<file path="config.mk">
export PLATFORM = sky130hd
export DESIGN_NAME = trackpad_glide_mouse_core
export DESIGN_NICKNAME = d
export VERILOG_FILES = /design/src/rtl/tgm_pkg.sv /design/src/rtl/tgm_cfg.sv /design/src/rtl/tgm_div.sv /design/src/rtl/trackpad_glide_mouse_core.sv
export SDC_FILE = /design/constraint.sdc
export NUM_CORES = 2
export LEC_CHECK = 0
export BUFFER_PORTS_ARGS = -buffer_cell sky130_fd_sc_hd__buf_2
export CAP_MARGIN = 20
export CORE_ASPECT_RATIO = 0.5
export CORE_MARGIN = 2
export CORE_UTILIZATION = 60
export DETAILED_ROUTE_END_ITERATION = 12
export GPL_TIMING_DRIVEN = 1
export PLACE_DENSITY = 0.76
export SLEW_MARGIN = 20
export SYNTH_ARGS = -nofsm -noshare
export SYNTH_HDL_FRONTEND = slang
export SYNTH_SLANG_ARGS = --single-unit
</file>
<file path="constraint.sdc">
create_clock -name clk_i -period 14.4 [get_ports clk_i]
set_input_delay 2.16 -clock clk_i [delete_from_list [all_inputs] [get_ports clk_i]]
set_output_delay 2.16 -clock clk_i [all_outputs]
set_load 0.05 [all_outputs]
</file>
<file path="src/rtl/tgm_pkg.sv">
// Shared types and constants for the trackpad glide mouse core.
// No dependencies; used by every module of the block.
package tgm_pkg;

  // Field and state widths
  localparam int POS_W   = 16;
  localparam int BTN_W   = 2;
  localparam int MOVE_W  = 8;
  localparam int VEL_W   = 40;
  localparam int FRAC_V  = 8;
  localparam int CARRY_W = 17;
  localparam int FRAC_C  = 16;

  // Configuration port
  localparam int PADDR_W     = 3;
  localparam int PDATA_W     = 32;
  localparam int REG_IDX_BIT = 2;
  localparam int SPD_W       = 8;
  localparam int FRIC_W      = 7;
  localparam logic [SPD_W-1:0]  SPD_RESET  = 8'd10;
  localparam logic [FRIC_W-1:0] FRIC_RESET = 7'd90;
  localparam logic [FRIC_W-1:0] FRIC_MAX   = 7'd100;

  // Shared divider: 48-bit dividend, 12-bit divisor, 4 quotient bits a cycle
  localparam int DIV_NUM_W     = VEL_W + FRAC_V;
  localparam int DIV_DEN_W     = 12;
  localparam int DIV_STEP_BITS = 4;
  localparam int DIV_STEPS     = DIV_NUM_W / DIV_STEP_BITS;
  localparam int DIV_CNT_W     = $clog2(DIV_STEPS);
  localparam logic [DIV_DEN_W-1:0] DECAY_DEN = 12'd100;

  // Quotient plus carry, and its whole part
  localparam int T_W     = DIV_NUM_W;
  localparam int WHOLE_W = T_W - FRAC_C;
  localparam int MUL_W   = VEL_W + FRIC_W;
  localparam int MOVE_LIMIT = 127;
  localparam logic signed [WHOLE_W-1:0] WHOLE_MAX = WHOLE_W'(MOVE_LIMIT);
  localparam logic signed [WHOLE_W-1:0] WHOLE_MIN = -WHOLE_MAX;

  localparam logic signed [VEL_W-1:0] VEL_MAX = {1'b0, {(VEL_W-1){1'b1}}};
  localparam logic signed [VEL_W-1:0] VEL_MIN = {1'b1, {(VEL_W-1){1'b0}}};

  typedef enum logic {
    REG_SPEED_DIV = 1'b0,
    REG_FRICTION  = 1'b1
  } reg_idx_e;

  typedef enum logic [3:0] {
    S_IDLE,
    S_VEL,
    S_QX_GO,
    S_QX_RUN,
    S_QX_FIN,
    S_QY_GO,
    S_QY_RUN,
    S_QY_FIN,
    S_MX,
    S_DX_GO,
    S_DX_RUN,
    S_MY,
    S_DY_GO,
    S_DY_RUN,
    S_EMIT
  } state_e;

  // Settings as the datapath needs them
  typedef struct packed {
    logic [DIV_DEN_W-1:0] div10;
    logic [FRIC_W-1:0]    fric;
  } cfg_t;

endpackage

</file>
<file path="src/rtl/tgm_cfg.sv">
// APB register file for speed divisor and friction percent.
// Depends on tgm_pkg; feeds the core with clamped, scaled settings.
module tgm_cfg (
  input  logic                         clk_i,
  input  logic                         rst_ni,
  input  logic                         psel,
  input  logic                         penable,
  input  logic                         pwrite,
  input  logic [tgm_pkg::PADDR_W-1:0]  paddr,
  input  logic [tgm_pkg::PDATA_W-1:0]  pwdata,
  output logic [tgm_pkg::PDATA_W-1:0]  prdata,
  output logic                         pready,
  output tgm_pkg::cfg_t                cfg_o
);
  import tgm_pkg::*;

  logic [SPD_W-1:0]  spd_q;
  logic [FRIC_W-1:0] fric_q;
  logic [SPD_W-1:0]  spd_eff;
  logic              wr_en;
  reg_idx_e          idx;

  assign pready = 1'b1;
  assign wr_en  = psel & penable & pwrite;
  assign idx    = reg_idx_e'(paddr[REG_IDX_BIT]);

  // Register writes on the access phase
  always_ff @(posedge clk_i or negedge rst_ni) begin
    if (!rst_ni) begin
      spd_q  <= SPD_RESET;
      fric_q <= FRIC_RESET;
    end else if (wr_en) begin
      case (idx)
        REG_SPEED_DIV: spd_q  <= pwdata[SPD_W-1:0];
        REG_FRICTION:  fric_q <= pwdata[FRIC_W-1:0];
        default: ;
      endcase
    end
  end

  // Read back
  always_comb begin
    case (idx)
      REG_SPEED_DIV: prdata = PDATA_W'(spd_q);
      REG_FRICTION:  prdata = PDATA_W'(fric_q);
      default:       prdata = '0;
    endcase
  end

  // Zero divisor acts as one; divisor scaled by ten as 8x + 2x
  assign spd_eff     = (spd_q == '0) ? SPD_W'(1) : spd_q;
  assign cfg_o.div10 = (DIV_DEN_W'(spd_eff) << 3) + (DIV_DEN_W'(spd_eff) << 1);
  // Friction above 100 gives no gain
  assign cfg_o.fric  = (fric_q > FRIC_MAX) ? FRIC_MAX : fric_q;

endmodule

</file>
<file path="src/rtl/tgm_div.sv">
// Shared unsigned radix-16 restoring divider, four quotient bits a cycle.
// Depends on tgm_pkg for widths and step count.
module tgm_div (
  input  logic                           clk_i,
  input  logic                           rst_ni,
  input  logic                           start_i,
  input  logic [tgm_pkg::DIV_NUM_W-1:0]  num_i,
  input  logic [tgm_pkg::DIV_DEN_W-1:0]  den_i,
  output logic                           done_o,
  output logic [tgm_pkg::DIV_NUM_W-1:0]  quo_o
);
  import tgm_pkg::*;

  logic [DIV_NUM_W-1:0] num_q, num_d;
  logic [DIV_DEN_W-1:0] rem_q, rem_d;
  logic [DIV_DEN_W-1:0] den_q;
  logic [DIV_CNT_W-1:0] cnt_q;
  logic                 busy_q;
  logic                 done_q;

  // One step: shift in four dividend bits, trial-subtract after each
  logic [DIV_DEN_W-1:0] r;
  logic [DIV_DEN_W:0]   r_sh;
  logic [DIV_NUM_W-1:0] n;

  always_comb begin
    r    = rem_q;
    n    = num_q;
    r_sh = '0;
    for (int i = 0; i < DIV_STEP_BITS; i++) begin
      r_sh = {r, n[DIV_NUM_W-1]};
      n    = {n[DIV_NUM_W-2:0], 1'b0};
      if (r_sh >= {1'b0, den_q}) begin
        r_sh = r_sh - {1'b0, den_q};
        n[0] = 1'b1;
      end
      r = r_sh[DIV_DEN_W-1:0];
    end
    rem_d = r;
    num_d = n;
  end

  // Step counter and handshake
  always_ff @(posedge clk_i or negedge rst_ni) begin
    if (!rst_ni) begin
      busy_q <= 1'b0;
      done_q <= 1'b0;
      cnt_q  <= '0;
    end else begin
      done_q <= 1'b0;
      if (start_i) begin
        busy_q <= 1'b1;
        cnt_q  <= '0;
      end else if (busy_q) begin
        cnt_q <= cnt_q + DIV_CNT_W'(1);
        if (cnt_q == DIV_CNT_W'(DIV_STEPS - 1)) begin
          busy_q <= 1'b0;
          done_q <= 1'b1;
        end
      end
    end
  end

  // Dividend shifts out as the quotient shifts in
  always_ff @(posedge clk_i) begin
    if (start_i) begin
      num_q <= num_i;
      rem_q <= '0;
      den_q <= den_i;
    end else if (busy_q) begin
      num_q <= num_d;
      rem_q <= rem_d;
    end
  end

  assign done_o = done_q;
  assign quo_o  = num_q;

endmodule

</file>
<file path="src/rtl/trackpad_glide_mouse_core.sv">
// Top level of the trackpad glide mouse: sequencer and datapath around the
// shared divider. Depends on tgm_pkg, tgm_cfg and tgm_div.
//
//  channel | signals                                    | direction
//  --------+--------------------------------------------+----------
//  sample  | in_valid_i, in_stall_o, pad_* , other_click | in
//  report  | out_valid_o, out_stall_i, mouse_buttons_o,  | out
//          | move_x_o, move_y_o                          |
//  config  | psel, penable, pwrite, paddr, pwdata,       | in/out
//          | prdata, pready                              |
//
// Each sample makes four passes through the shared divider (12 steps each,
// with set-up and hand-off states around them) plus velocity update, report
// and idle states; no new input transfer is taken until the core is idle.
// Reset clears velocities, carries, last position and last buttons.
// The report register frees the input side; a stalled report only holds the
// core in its report cycle when the next report is ready to go.
module trackpad_glide_mouse_core (
  input  logic                                clk_i,
  input  logic                                rst_ni,
  input  logic                                psel,
  input  logic                                penable,
  input  logic                                pwrite,
  input  logic [tgm_pkg::PADDR_W-1:0]         paddr,
  input  logic [tgm_pkg::PDATA_W-1:0]         pwdata,
  output logic [tgm_pkg::PDATA_W-1:0]         prdata,
  output logic                                pready,
  input  logic                                in_valid_i,
  output logic                                in_stall_o,
  input  logic                                pad_touch_i,
  input  logic signed [tgm_pkg::POS_W-1:0]    pad_x_i,
  input  logic signed [tgm_pkg::POS_W-1:0]    pad_y_i,
  input  logic                                pad_click_i,
  input  logic                                other_click_i,
  output logic                                out_valid_o,
  input  logic                                out_stall_i,
  output logic [tgm_pkg::BTN_W-1:0]           mouse_buttons_o,
  output logic signed [tgm_pkg::MOVE_W-1:0]   move_x_o,
  output logic signed [tgm_pkg::MOVE_W-1:0]   move_y_o
);
  import tgm_pkg::*;

  // Saturating velocity update by a position change in Q.8
  function automatic logic signed [VEL_W-1:0] vel_add(
    input logic signed [VEL_W-1:0] v,
    input logic signed [POS_W-1:0] p,
    input logic signed [POS_W-1:0] last
  );
    logic signed [POS_W:0] d;
    logic signed [VEL_W:0] s;
    logic signed [VEL_W-1:0] res;
    d = {p[POS_W-1], p} - {last[POS_W-1], last};
    s = {v[VEL_W-1], v}
        + {{(VEL_W-POS_W-FRAC_V){d[POS_W]}}, d, {FRAC_V{1'b0}}};
    if (s[VEL_W] != s[VEL_W-1]) begin
      res = s[VEL_W] ? VEL_MIN : VEL_MAX;
    end else begin
      res = s[VEL_W-1:0];
    end
    return res;
  endfunction

  cfg_t cfg;

  tgm_cfg u_cfg (
    .clk_i   (clk_i),
    .rst_ni  (rst_ni),
    .psel    (psel),
    .penable (penable),
    .pwrite  (pwrite),
    .paddr   (paddr),
    .pwdata  (pwdata),
    .prdata  (prdata),
    .pready  (pready),
    .cfg_o   (cfg)
  );

  state_e state_q, state_d;

  // Sample held for the duration of the work
  logic                     touch_q;
  logic signed [POS_W-1:0]  px_q, py_q;
  logic [BTN_W-1:0]         btn_q;

  // Persistent state
  logic signed [POS_W-1:0]   last_x_q, last_y_q;
  logic                      was_touch_q;
  logic signed [VEL_W-1:0]   vel_x_q, vel_y_q;
  logic signed [CARRY_W-1:0] carry_x_q, carry_y_q;
  logic [BTN_W-1:0]          last_btn_q;

  // Intermediate results
  logic signed [T_W-1:0]     t_q;
  logic [DIV_NUM_W-1:0]      prod_q;
  logic signed [MOVE_W-1:0]  mvx_q, mvy_q;

  // Report register
  logic                      out_valid_q;
  logic [BTN_W-1:0]          out_btn_q;
  logic signed [MOVE_W-1:0]  out_x_q, out_y_q;

  // Sequencer outputs
  logic axis_y, div_start, use_decay, out_load;

  // Divider connection
  logic [DIV_NUM_W-1:0] div_num;
  logic [DIV_DEN_W-1:0] div_den;
  logic [DIV_NUM_W-1:0] quo;
  logic                 div_done;

  tgm_div u_div (
    .clk_i   (clk_i),
    .rst_ni  (rst_ni),
    .start_i (div_start),
    .num_i   (div_num),
    .den_i   (div_den),
    .done_o  (div_done),
    .quo_o   (quo)
  );

  // Axis selection and magnitude of the velocity in use
  logic signed [VEL_W-1:0]   vel_sel;
  logic                      vel_neg;
  logic [VEL_W-1:0]          vel_abs;
  logic signed [CARRY_W-1:0] carry_sel;

  assign vel_sel   = axis_y ? vel_y_q : vel_x_q;
  assign vel_neg   = vel_sel[VEL_W-1];
  assign vel_abs   = vel_neg ? (~vel_sel + VEL_W'(1)) : vel_sel;
  assign carry_sel = axis_y ? carry_y_q : carry_x_q;

  assign div_num = use_decay ? prod_q : {vel_abs, {FRAC_V{1'b0}}};
  assign div_den = use_decay ? DECAY_DEN : cfg.div10;

  // Signed quotient plus carry; Y quotient is negated
  logic                  q_sub;
  logic signed [T_W-1:0] carry_ext;
  logic signed [T_W-1:0] t_next;

  assign q_sub     = axis_y ? ~vel_neg : vel_neg;
  assign carry_ext = {{(T_W-CARRY_W){carry_sel[CARRY_W-1]}}, carry_sel};
  assign t_next    = q_sub ? (carry_ext - $signed(quo)) : (carry_ext + $signed(quo));

  // Whole part truncated toward zero, remainder keeps the sign of t
  logic [FRAC_C-1:0]           frac;
  logic                        t_inc;
  logic signed [WHOLE_W-1:0]   whole;
  logic signed [CARRY_W-1:0]   carry_new;
  logic signed [MOVE_W-1:0]    move_new;

  assign frac      = t_q[FRAC_C-1:0];
  assign t_inc     = t_q[T_W-1] && (frac != '0);
  assign whole     = $signed(t_q[T_W-1:FRAC_C]) + $signed({{(WHOLE_W-1){1'b0}}, t_inc});
  assign carry_new = {t_inc, frac};

  always_comb begin
    if (whole > WHOLE_MAX) begin
      move_new = MOVE_W'(WHOLE_MAX);
    end else if (whole < WHOLE_MIN) begin
      move_new = MOVE_W'(WHOLE_MIN);
    end else begin
      move_new = whole[MOVE_W-1:0];
    end
  end

  // Friction product and decayed velocity
  logic [MUL_W-1:0]        mul_res;
  logic [VEL_W-1:0]        dec_mag;
  logic signed [VEL_W-1:0] vel_decay;

  assign mul_res = MUL_W'(vel_abs) * MUL_W'(cfg.fric);
  assign dec_mag = quo[VEL_W-1:0];

  always_comb begin
    if (quo[DIV_NUM_W-1:FRAC_V] == '0) begin
      vel_decay = '0;
    end else if (vel_neg) begin
      vel_decay = ~dec_mag + VEL_W'(1);
    end else begin
      vel_decay = dec_mag;
    end
  end

  // Report decision
  logic report, out_free;

  assign report   = (mvx_q != '0) || (mvy_q != '0) || (btn_q != last_btn_q);
  assign out_free = !out_valid_q || !out_stall_i;

  // State register
  always_ff @(posedge clk_i or negedge rst_ni) begin
    if (!rst_ni) begin
      state_q <= S_IDLE;
    end else begin
      state_q <= state_d;
    end
  end

  // Next state and sequencer controls
  always_comb begin
    state_d    = state_q;
    in_stall_o = 1'b1;
    axis_y     = 1'b0;
    div_start  = 1'b0;
    use_decay  = 1'b0;
    out_load   = 1'b0;
    case (state_q)
      S_IDLE: begin
        in_stall_o = 1'b0;
        if (in_valid_i) state_d = S_VEL;
      end
      S_VEL:    state_d = S_QX_GO;
      S_QX_GO: begin
        div_start = 1'b1;
        state_d   = S_QX_RUN;
      end
      S_QX_RUN: if (div_done) state_d = S_QX_FIN;
      S_QX_FIN: state_d = S_QY_GO;
      S_QY_GO: begin
        axis_y    = 1'b1;
        div_start = 1'b1;
        state_d   = S_QY_RUN;
      end
      S_QY_RUN: begin
        axis_y = 1'b1;
        if (div_done) state_d = S_QY_FIN;
      end
      S_QY_FIN: begin
        axis_y  = 1'b1;
        state_d = S_MX;
      end
      S_MX:     state_d = S_DX_GO;
      S_DX_GO: begin
        div_start = 1'b1;
        use_decay = 1'b1;
        state_d   = S_DX_RUN;
      end
      S_DX_RUN: if (div_done) state_d = S_MY;
      S_MY: begin
        axis_y  = 1'b1;
        state_d = S_DY_GO;
      end
      S_DY_GO: begin
        axis_y    = 1'b1;
        div_start = 1'b1;
        use_decay = 1'b1;
        state_d   = S_DY_RUN;
      end
      S_DY_RUN: begin
        axis_y = 1'b1;
        if (div_done) state_d = S_EMIT;
      end
      S_EMIT: begin
        if (!report) begin
          state_d = S_IDLE;
        end else if (out_free) begin
          out_load = 1'b1;
          state_d  = S_IDLE;
        end
      end
      default: state_d = S_IDLE;
    endcase
  end

  // Persistent state updates
  always_ff @(posedge clk_i or negedge rst_ni) begin
    if (!rst_ni) begin
      last_x_q    <= '0;
      last_y_q    <= '0;
      was_touch_q <= 1'b0;
      vel_x_q     <= '0;
      vel_y_q     <= '0;
      carry_x_q   <= '0;
      carry_y_q   <= '0;
      last_btn_q  <= '0;
    end else begin
      case (state_q)
        S_VEL: begin
          if (touch_q) begin
            if (was_touch_q) begin
              vel_x_q <= vel_add(vel_x_q, px_q, last_x_q);
              vel_y_q <= vel_add(vel_y_q, py_q, last_y_q);
            end
            last_x_q <= px_q;
            last_y_q <= py_q;
          end
          was_touch_q <= touch_q;
        end
        S_QX_FIN: carry_x_q <= carry_new;
        S_QY_FIN: carry_y_q <= carry_new;
        S_DX_RUN: if (div_done) vel_x_q <= vel_decay;
        S_DY_RUN: if (div_done) vel_y_q <= vel_decay;
        S_EMIT:   if (out_load) last_btn_q <= btn_q;
        default: ;
      endcase
    end
  end

  // Sample capture and intermediate results
  always_ff @(posedge clk_i) begin
    if (in_valid_i && !in_stall_o) begin
      touch_q <= pad_touch_i;
      px_q    <= pad_x_i;
      py_q    <= pad_y_i;
      btn_q   <= {other_click_i, pad_click_i};
    end
    if ((state_q == S_QX_RUN || state_q == S_QY_RUN) && div_done) begin
      t_q <= t_next;
    end
    if (state_q == S_QX_FIN) mvx_q <= move_new;
    if (state_q == S_QY_FIN) mvy_q <= move_new;
    if (state_q == S_MX || state_q == S_MY) begin
      prod_q <= DIV_NUM_W'(mul_res);
    end
    if (out_load) begin
      out_btn_q <= btn_q;
      out_x_q   <= mvx_q;
      out_y_q   <= mvy_q;
    end
  end

  // Report valid: set on load, cleared by a transfer
  always_ff @(posedge clk_i or negedge rst_ni) begin
    if (!rst_ni) begin
      out_valid_q <= 1'b0;
    end else if (out_load) begin
      out_valid_q <= 1'b1;
    end else if (!out_stall_i) begin
      out_valid_q <= 1'b0;
    end
  end

  assign out_valid_o     = out_valid_q;
  assign mouse_buttons_o = out_btn_q;
  assign move_x_o        = out_x_q;
  assign move_y_o        = out_y_q;

endmodule

</file>
Word level (Yosys, flattened, before mapping)
Index checks and enable logic that the tools add are counted.

storage, ports and cells
  register bits after elaboration = 411
  logic and storage cells = 173

cells by class
  $add $sub $neg = 15
  multiply operators = 1
  order comparisons = 7
  eq/ne operators = 27
  multiplexer cells = 59
  bitwise gates (word level) = 6
  reductions and logical operators = 29

operators by type and width
  cell                                                                              number
  40-bit 2-to-1 mux                                                                 13
  48-bit 2-to-1 mux                                                                 4
  40-bit one-hot mux with 2 select lines                                            2
  40-bit by 25-bit adder with 41-bit output                                         2
  40-bit NOT                                                                        2
  32-bit one-hot mux with 2 select lines                                            1
  4-bit one-hot mux with 15 select lines                                            1
  13-bit by 12-bit >= comparator with 1-bit output                                  4
  17-bit by 48-bit adder with 48-bit output                                         1
  12-bit 2-to-1 mux                                                                 4
  12-bit subtractor                                                                 4
  17-bit by 48-bit subtractor with 48-bit output                                    1
  40-bit by 7-bit multiplier with 47-bit output                                     1
  40-bit by 1-bit adder with 40-bit output, second input constant                   1
  40-bit by 2-bit adder with 40-bit output, second input constant                   1
  40-bit logical NOT                                                                1
  4-bit 2-to-1 mux                                                                  9
  16-bit by 16-bit subtractor with 17-bit output                                    2
  32-bit by 2-bit adder with 32-bit output                                          1
  4-bit == test, second input constant                                              8
  32-bit by 8-bit greater-than comparator with 1-bit output, second input constant  1
  32-bit by 8-bit less-than comparator with 1-bit output, second input constant     1
  8-bit 2-to-1 mux                                                                  3
  1-bit 2-to-1 mux                                                                  20
  29 further kinds                                                                  56

Depth between registers and ports, before layout
  word-level depth = 10
  depth in mapped cells = 43

By module
From an unflattened synthesis, not the netlist that was laid out.

second synthesis, totals
  cells, all modules = 4481
  area total of the unflattened synthesis = 39805.7 µm²

modules (own cells, without submodules)
  module                     instances  cells each  area an instance (µm²)
  trackpad_glide_mouse_core  1          3768        32605.0
  tgm_div                    1          578         5909.4
  tgm_cfg                    1          135         1291.2

Worst setup path after synthesis
OpenSTA, ideal clock, no wires.

  path kind = register to register
  from = reg u_div.den_q[3]
  to = reg u_div.rem_q[11]
  data arrival time = 8863 ps
  required time = 14335 ps
  path slack = 5472 ps
  stages on the path, launching flop included = 41
  path buffers = 3
  path through = edfxtp_1 > inv_1 > ha_1 > nor2b_1 > o2111ai_1 > nand3_1 > a2111oi_1 > nor2_1 > clkbuf_1 > o21ai_0 > inv_1 > ha_1 > nor2b_1 > o31ai_1 > a21oi_1 > o41ai_2 > o2bb2ai_1 > nand2_1 > [... 5 more ...] > a21oi_1 > o221ai_1 > a21oi_1 > nand3b_1 > o21ai_2 > o21ai_0 > ha_1 > nor2b_1 > o21ai_0 > a21boi_0 > o21ai_0 > a21oi_1 > or4_1 > a31o_2 > a221oi_4 > buf_8 > mux2_1 > nor2_1

on the way
  cells in the longest elaborated chain, start to end = 8

ends and longest elaborated chain
  element                                                                                       line                          source
  start: declaration                                                                            tgm_div.sv:16                 logic [DIV_DEN_W-1:0] den_q;
  start signal: assignment                                                                      tgm_div.sv:69                 den_q <= den_i;
  12-bit subtractor / 13-bit by 12-bit >= comparator with 1-bit output (equally long branches)  tgm_div.sv:34, tgm_div.sv:33
  12-bit 2-to-1 mux                                                                             tgm_div.sv:33                 if (r_sh >= {1'b0, den_q}) begin
  12-bit subtractor / 13-bit by 12-bit >= comparator with 1-bit output (equally long branches)  tgm_div.sv:34, tgm_div.sv:33
  12-bit 2-to-1 mux                                                                             tgm_div.sv:33
  12-bit subtractor / 13-bit by 12-bit >= comparator with 1-bit output (equally long branches)  tgm_div.sv:34, tgm_div.sv:33
  12-bit 2-to-1 mux                                                                             tgm_div.sv:33
  12-bit subtractor / 13-bit by 12-bit >= comparator with 1-bit output (equally long branches)  tgm_div.sv:34, tgm_div.sv:33
  12-bit 2-to-1 mux (*)                                                                         tgm_div.sv:33
  end signal: assignment                                                                        tgm_div.sv:72                 rem_q <= rem_d;
  end: declaration                                                                              tgm_div.sv:15                 logic [DIV_DEN_W-1:0] rem_q, rem_d;

Every way passes the cells marked *; elsewhere a longest branch is shown, timed or not.
A chain may end at the register's enable or synchronous reset.

Worst setup path after layout
  from = reg u_div.den_q[1]
  to = reg u_div.rem_q[1]

on the way
  cells in the longest elaborated chain, start to end = 8

ends and longest elaborated chain
  element                                                                                       line
  12-bit subtractor / 13-bit by 12-bit >= comparator with 1-bit output (equally long branches)  tgm_div.sv:34, tgm_div.sv:33
  12-bit 2-to-1 mux                                                                             tgm_div.sv:33
  12-bit subtractor / 13-bit by 12-bit >= comparator with 1-bit output (equally long branches)  tgm_div.sv:34, tgm_div.sv:33
  12-bit 2-to-1 mux                                                                             tgm_div.sv:33
  13-bit by 12-bit >= comparator with 1-bit output / 12-bit subtractor (equally long branches)  tgm_div.sv:33, tgm_div.sv:34
  12-bit 2-to-1 mux                                                                             tgm_div.sv:33
  12-bit subtractor / 13-bit by 12-bit >= comparator with 1-bit output (equally long branches)  tgm_div.sv:34, tgm_div.sv:33
  12-bit 2-to-1 mux (*)                                                                         tgm_div.sv:33

Marks and branches as above.

==> results.yml <==
clocking:
  htreeDepth: 2
  post_cts.repair.setup_buffers: 0
  cts_hold_buf: 0
  cts.path.max_buffers: 3
  root_buffer: "clkbuf_16"
  cts-resized-gates: 0
  clk_latency_ps: 600
  cts_tree: "yes"
  cts_made_buffers: 43
  clk_pin_slew_ps: 60
  clock_sinks: 410
die:
  dieHeight_um: 183
  io_pins: 130
  row_count: 65
  fp.dieW_um: 362
  die_area_mm2: 0.0663
  start_util: 0.609
  coreArea_mm2: 0.0632
timing:
  hold_violations: 0
  tightest_slew_ps: 1250
  rsz0062_at_grt: "no"
  tns_ps: 0
  setup_slack_ps: 3160
  fmax_mhz: 88.9
  relSlewSlack: 0.161
  finalSetupViolCount: 0
  min_period_ps: 11240
  finalClockSkew_ps: 25.1
  period_share: 0.781
  slew_viol_final: 0
critical_path:
  critPathLaunchType: "flop"
  worst_ep_required_time_ps: 14920
  worstSetupPathType: "reg2reg"
  endpoint_kind: "flop"
  cpMostUsedCell: "a21oi_1"
  crit_slowest_cell: "a221oi_4"
  cp_max_fo: 16
  crit_arrival_ps: 11760
  slowest_delay_ps: 680
grt:
  grt-ovfl-total: 0
  grt_max_degree: 74
  antenna_found_initial: 1
  grt_pass1_wl_um: 168000
  track_usage: 0.320
  grt_pass1_vias: 31100
status:
  status: "finished, final reports clean"
layout:
  final_cell_mix: "nand2_1, nor2_1, inv_1"
  syn2layout_area_growth_pct: 6.63
  n_antenna_cell: 0
  multi_input_area_mm2: 0.0251
  nFillCells: 5257
  drive_gt1_frac: 0.0706
  utilization: 0.649
  nNetsFinal: 4936
  layout_commonest_cell: "nand2_1"
  final-seq-area_mm2: 0.0113
synthesis:
  synth_area_leader_cell: "edfxtp_1"
  yosysWarnings: 0
  synth_ff_type: "edfxtp_1"
  ys_ff_latch: 410
  synth.area.top_cells: "edfxtp_1, dfrtp_1, fa_1"
  seq_area_frac_synth: 0.294
  ys_types: 100
  synth_edf_count: 223
  async_flop_share: 0.427
  synth_area_mm2: 0.0385
  synth_top_area_frac: 0.174
  syn_area_per_cell_um2: 8.71
  synth_cells: 4417
route:
  viasPerCell: 6.22
  drt_pass1_iterations: 6
  wl_per_cell_um: 20.4
  vias: 32800
  wl_um: 108000
  route.detailed.drc: 0
  drtAntennaViolNets: 0
  drt_iter0_markers: 3255
placement:
  dp_hpwl_um: 81200
  port-buffer-count: 78
  pre_cts_slack_ps: 3440
  gp_congestion: 0.977
job:
  cap_violations: 0
worst_hold_path:
  min_path_type: "reg2reg"
[synth_stat cells, types with 32 or more instances]
cell type	n
a21o_1	99
a21oi_1	291
a31oi_1	38
and2_1	66
clkbuf_1	159
dfrtp_1	169
edfxtp_1	223
fa_1	199
ha_1	263
inv_1	354
mux2_2	47
mux2i_1	64
nand2_1	549
nand2b_1	48
nand3_1	70
nand4_1	48
nor2_1	379
nor2b_1	43
nor3_1	84
o21a_1	46
o21ai_0	289
o22ai_1	42
or3_1	32
xnor2_1	197
xor2_1	125
[critical path: cells and delay by family, from the launching register on]
family	cells	cell delay, ps
AO/OA/AOI/OAI	19	4840
AND/OR/NAND/NOR	9	2780
adder cells (fa/ha/maj)	5	1730
multiplexers	3	1220
flip-flops	1	470
buffers and inverters	1	100
[cells by family (layout without fill, tap and decap cells)]
kind of cell	Yosys count	count (layout)	share of synthesized area
compound gates	1084	1084	0.176
xor+xnor	327	327	0.0756
fa+ha+maj	462	462	0.189
buf+inv	563	555	0.0583
flops	410	410	0.294
mux	113	113	0.0313
other cells	2	25	0.000195
simple gates	1456	1456	0.175
[final timing paths]
path	from	to	slack (ps)	cells past startpoint
setup / recovery	u_div.den_q[1]$_SDFFCE_PN0N_	u_div.rem_q[1]$_SDFFE_PN0P_	3160	37
hold / removal	mvx_q[5]$_DFFE_PP_	move_x_o[5]$_DFFE_PP_	460	0
setup reg to reg	u_div.den_q[1]$_SDFFCE_PN0N_	u_div.rem_q[1]$_SDFFE_PN0P_	3160	37
hold reg to reg	mvx_q[5]$_DFFE_PP_	move_x_o[5]$_DFFE_PP_	460	0
max in group asynchronous	rst_ni	vel_x_q[26]$_DFFE_PN0P_	10630	3
min in group asynchronous	rst_ni	out_valid_o$_DFFE_PN0P_	1480	1
[state kept, by name (all words and copies together), names as in the netlist, 12 cells and up]
name and cells:
last_y_q 16, vel_y_q 40, u_div.rem_q 12, t_q 48
py_q 16, last_x_q 16, vel_x_q 40, prod_q 47
carry_y_q 17, carry_x_q 17, u_div.quo_o 48, px_q 16
[metrics by stage]
stage          std cells  hold slack (ps)  cell area (µm²)
2_1_floorplan       4440              427            38600
3_3_place_gp        5189              438            39500
3_5_place_dp        5189              439            39500
4_1_cts             5269              454            41000
5_1_grt             5269              468            41000
6_report            5269              458            41000
[cell type report]
cell class | count | share of cell area
Clock buffer | 57 | 0.0308
Multi-Input combinational cell | 3467 | 0.611
Timing Repair Buffer | 119 | 0.0172
Clock inverter | 23 | 0.00662
Inverter | 356 | 0.0326
Sequential cell | 410 | 0.276
Tap cell | 837 | 0.0255
[per-layer routing]
| metal | GRT usage | routed length [µm] |
|---|---|---|
| met5 | 0 | 40 |
| met4 | 0.0790 | 2430 |
| met3 | 0.0802 | 12100 |
| met2 | 0.473 | 45300 |
| met1 | 0.470 | 47700 |
Power is not shown: default switching activity piles up to over one toggle a cycle in this logic, so the estimate is an artifact.
